File: src/sv/gcss_pkg.sv
// Shared types and constants for the grouped count / sum / sum-of-squares unit.
// Used by the controller, the datapath and the top level. No dependencies.
`default_nettype none

package gcss_pkg;

    localparam int KIND_W   = 1;
    localparam int GID_W    = 10;
    localparam int VAL_W    = 32;
    localparam int CNT_W    = 32;
    localparam int SUM_W    = 64;
    localparam int SQ_W     = 64;
    localparam int ENTRY_W  = CNT_W + SUM_W + SQ_W;
    localparam int CFG_IDX_W  = 8;
    localparam int CFG_DATA_W = 11;
    localparam int LIMIT_W    = 11;

    localparam logic [LIMIT_W-1:0] LIMIT_RESET = 11'd1024;

    // Item kinds
    localparam logic KIND_ROW  = 1'b0;
    localparam logic KIND_READ = 1'b1;

    // Configuration register indexes
    localparam logic [CFG_IDX_W-1:0] CFG_AGG_MODE    = 8'd0;
    localparam logic [CFG_IDX_W-1:0] CFG_GROUP_LIMIT = 8'd1;

    typedef enum logic [1:0] {
        MODE_COUNT  = 2'd0,
        MODE_SUM    = 2'd1,
        MODE_AVG    = 2'd2,
        MODE_STDDEV = 2'd3
    } t_agg_mode;

    // Controller to datapath
    typedef struct packed {
        logic clr_wr;   // write one zero entry of the clearing pass
        logic load;     // capture the input word and start the store read
        logic exec;     // update the entry or emit the result
    } t_cmd;

    // Datapath to controller
    typedef struct packed {
        logic clr_last; // clearing pass is at its last entry
        logic stall;    // result word cannot be placed yet
    } t_stat;

endpackage

`default_nettype wire

File: src/sv/gcss_ctrl.sv
// Controller for the grouped aggregation unit: clearing pass, accept, update.
// Depends on gcss_pkg.
`default_nettype none

module gcss_ctrl (
    input  wire                  i_clk,
    input  wire                  i_rst_n,
    input  wire                  i_in_valid,
    output logic                 o_in_ready,
    input  wire gcss_pkg::t_stat i_stat,
    output gcss_pkg::t_cmd       o_cmd
);

    typedef enum logic [1:0] {
        ST_CLEAR,
        ST_IDLE,
        ST_EXEC
    } t_state;

    t_state r_state;
    t_state n_state;

    always_comb begin
        n_state       = r_state;
        o_in_ready    = 1'b0;
        o_cmd         = '0;
        case (r_state)
            ST_CLEAR: begin
                o_cmd.clr_wr = 1'b1;
                if (i_stat.clr_last) begin
                    n_state = ST_IDLE;
                end
            end
            ST_IDLE: begin
                o_in_ready = 1'b1;
                if (i_in_valid) begin
                    o_cmd.load = 1'b1;
                    n_state    = ST_EXEC;
                end
            end
            ST_EXEC: begin
                if (!i_stat.stall) begin
                    o_cmd.exec = 1'b1;
                    n_state    = ST_IDLE;
                end
            end
            default: begin
                n_state = ST_CLEAR;
            end
        endcase
    end

    always_ff @(posedge i_clk) begin
        if (!i_rst_n) begin
            r_state <= ST_CLEAR;
        end else begin
            r_state <= n_state;
        end
    end

    // An accepted word always goes through its update state before the next one.
    a_accept_gap: assert property (@(posedge i_clk) disable iff (!i_rst_n)
        (i_in_valid && o_in_ready) |=> !o_in_ready)
        else $error("input accepted on two consecutive cycles");

endmodule

`default_nettype wire

File: config.mk
export PLATFORM = sky130hd
export DESIGN_NAME = gcss_ctrl
export DESIGN_NICKNAME = d
export VERILOG_FILES = /design/src/sv/gcss_pkg.sv /design/src/sv/gcss_ctrl.sv
export SDC_FILE = /design/constraint.sdc
export NUM_CORES = 1
export LEC_CHECK = 0
export BUFFER_PORTS_ARGS = -buffer_cell sky130_fd_sc_hd__buf_2
export CORE_AREA = 2 2 39 41
export CTS_BUF_LIST = sky130_fd_sc_hd__clkbuf_16
export DETAILED_ROUTE_END_ITERATION = 8
export DIE_AREA = 0 0 41 43
export GPL_TIMING_DRIVEN = 0
export HOLD_SLACK_MARGIN = 0.05
export PLACE_DENSITY = 0.3
export SETUP_SLACK_MARGIN = 0.02
export SKIP_CTS_REPAIR_TIMING = 1
export SYNTH_ARGS = -nofsm -noshare
export SYNTH_HDL_FRONTEND = slang
export SYNTH_SLANG_ARGS = --single-unit
export TNS_END_PERCENT = 30
File: constraint.sdc
create_clock -name i_clk -period 1.2 [get_ports i_clk]
set_input_delay 0.06 -clock i_clk [delete_from_list [all_inputs] [get_ports i_clk]]
set_output_delay 0.06 -clock i_clk [all_outputs]
set_load 0.02 [all_outputs]
-- Yosys cells after proc, flatten, opt, wreduce, memory -nomap -nowiden
Index checks and enable logic that the tools add are counted.
- equal/unequal tests: 5
- reductions and logical operators: 2
- muxes and demuxes: 10
- operators by type and width (operator ; count):
    $mux W1 ; 6
    $mux W2 ; 3
    $ne A2 B2 Y1 const B ; 3
    $pmux W2 S3 ; 1
    $reduce_and A3 Y1 ; 1
    $eq A2 B1 Y1 const B ; 1
    $eq A2 B2 Y1 const B ; 1
    $logic_not A2 Y1 ; 1
- output and inout port bits: 4
- input bits: 5
- logic and storage cells: 18
- register bits after elaboration: 2

-- Depth between registers and ports, before layout
- word-level depth: 3
- depth in mapped cells: 2
- mapped depth without buffers: 2

-- Worst setup path after synthesis
Ideal clock, no wire load.
- path kind: reg2out
- from: register r_state[1]
- to: output o_cmd[0] (netlist bit)
- cell stages (with the launch flop): 2
- data arrival time: 0.923 ns
- slack: 0.217 ns
- buffers on the path: 0
- cell sequence: dfxtp_1 nor3b_1
- RTL lines (element ; RTL line ; source):
    start, declared ; gcss_ctrl.sv:20 ; t_state r_state;
    start signal, assigned ; gcss_ctrl.sv:57 ; r_state <= n_state;
    end, declared ; gcss_ctrl.sv:11 ; output gcss_pkg::t_cmd o_cmd

==> qor.yml <==
cap_violations: 0
fin_area_um2: 246
ys_seq_area_share_pct: 36.0
p_int_uw: 518
min_period_ps: 1100
wl_per_cell_um: 9.48
grt_overflow_total: 0
cp_data_required_time_ps: 1140
worstPathArrival_ps: 1040
status: "finished, final reports clean"
drt_iter0_drc: 1
start_kind: "flop"
finalSetupTns_ps: 0
num_vias: 140
rsz0062_at_grt: "no"
grt_pass1_wl_um: 476
syn_avg_cell_area_um2: 8.57
yosysWarnings: 0
path_clk_slew_ps: 30
n_fill_cell: 158
die_area_mm2: 0.00176
clockRootBuffer: "clkbuf_16"
slew_violations: 0
hold_viol: 0
p_leak_uw: 0.000119
routed_wirelength_um: 379
die_x_um: 41
layout-drive-gt1-share_pct: 45.8
pin_count: 9
finalSetupViolations: 0
cts_made_buffers: 3
endpoint_kind: "output port"
worstSkewPairLatency_ps: 220
path_class: "flop to output port"
fin_nets: 31
cts.sinks: 2
syn_area_um2: 111
synth_cell_types: 9
dr.pass1.iters: 2
comb_power_share_pct: 7.9
place.gp.congestion: 0.518
final.setup_skew_ps: 2.62
grt_pass1_vias: 116
finalCoreUtilization_pct: 17.8
dp_hpwl_um: 264
h-tree-depth: 1
dpl-instance-area_um2: 171
start_util_pct: 8.05
drc: 0
fin_crit_sh_pct: 92.0
antenna-diode-count: 0
synth_seq_cells: 2
reg.largest.list: "r_state (2)"
ir_drop_uv: 757
cts_tree: "yes"
clk_path_buf_depth: 2
grt_max_degree: 9
hold_path_class: "input port to flop"
core-area_mm2: 0.00138
synthToLayoutAreaGrowth_pct: 121
power_density_mw_per_mm2: 2540
grt_util_all_layers_pct: 5.31
synthCells: 13
tightest_slew_ps: 220
slew-limit-headroom_pct: 85.3
die_h_um: 43
rows: 14
largest_reg_flops: 2
ant_nets: 0
antenna_found_initial: 0
syn_nets: 18
p_clk_share_pct: 79.3
power.switching_uw: 109
top_register: "r_state"
max_freq_mhz: 905
switching_share_pct: 17.3
vias_per_cell: 3.50
whs_ps: 97.1
power_frac_seq_pct: 12.8
power_uw: 627
port_buffers: 8
path_max_fanout: 7
-- final timing paths --
| path | startpoint | to | slack (ps) | depth (start not counted) |
|---|---|---|---|---|
| setup / recovery | r_state[1] | o_cmd[0] | 100 | 2 |
| setup reg to reg | r_state[0] | r_state[0] | 260 | 2 |
| hold / removal | i_rst_n | r_state[0] | 100 | 2 |
| hold reg to reg | r_state[1] | r_state[1] | 570 | 2 |
-- logic make-up after synthesis --
family                 synth area share, %
AND/OR/NAND/NOR                       40.4
AO/OA/AOI/OAI                         20.2
flip-flops                            36.0
buffers and inverters                 3.37
-- critical path, cell delays in order (launching register included) --
cell and delay [ps]:
dfxtp_1 410, nor3b_1 210, buf_2 200
-- metrics by stage --
stage,cells,setup WS (ps)
global route,40,37.1
global placement,37,259
detailed placement,37,267
finish,40,95.6
CTS,40,107
floorplan,13,217
-- routing by layer --
layer	share of wire [%]	GRT usage, %	up-vias
li1	-	-	69
met3	22	7.85	4
met1	47	5.43	56
met5	0	0	-
met4	6.6	6.00	0
met2	23	3.75	11
-- area by class of cell --
cell class | instances | area, µm² | share of cell area (%)
tap | 16 | 20.0 | 8.12
sequential | 2 | 40.0 | 16.2
clock buffer | 3 | 75.1 | 30.5
inverter | 1 | 3.75 | 1.52
multi-input combinational | 10 | 67.6 | 27.4
timing repair buffer | 8 | 40.0 | 16.2
-- cells in the mapped netlist --
master / count / area (µm²)
o311a_1: 1 / 10.0
nand3b_1: 2 / 15.0
nor3b_1: 1 / 7.51
a21boi_1: 1 / 7.51
nor2b_1: 3 / 18.8
dfxtp_1: 2 / 40.0
o21ai_0: 1 / 5.00
nor2_1: 1 / 3.75
inv_1: 1 / 3.75
-- cell usage in the layout (no fill, tap or decap) --
master     n
dfxtp_1    2
nor2b_1    3
clkbuf_16  3
inv_1      1
nand3b_1   2
o21ai_0    1
a21boi_1   1
nor3b_1    1
buf_2      8
o311a_1    1
nor2_1     1
-- power by group through the flow --
stage          clock [µW]  sequential [µW]  combinational, µW
6_report              497             80.5               49.2
5_1_grt               518             81.4               53.7
4_1_cts               505             79.9               50.0
3_5_place_dp            0             80.7               49.9
3_3_place_gp            0             80.7               50.2
2_1_floorplan           0             78.8               30.3
(Power assumes the default switching activity.)
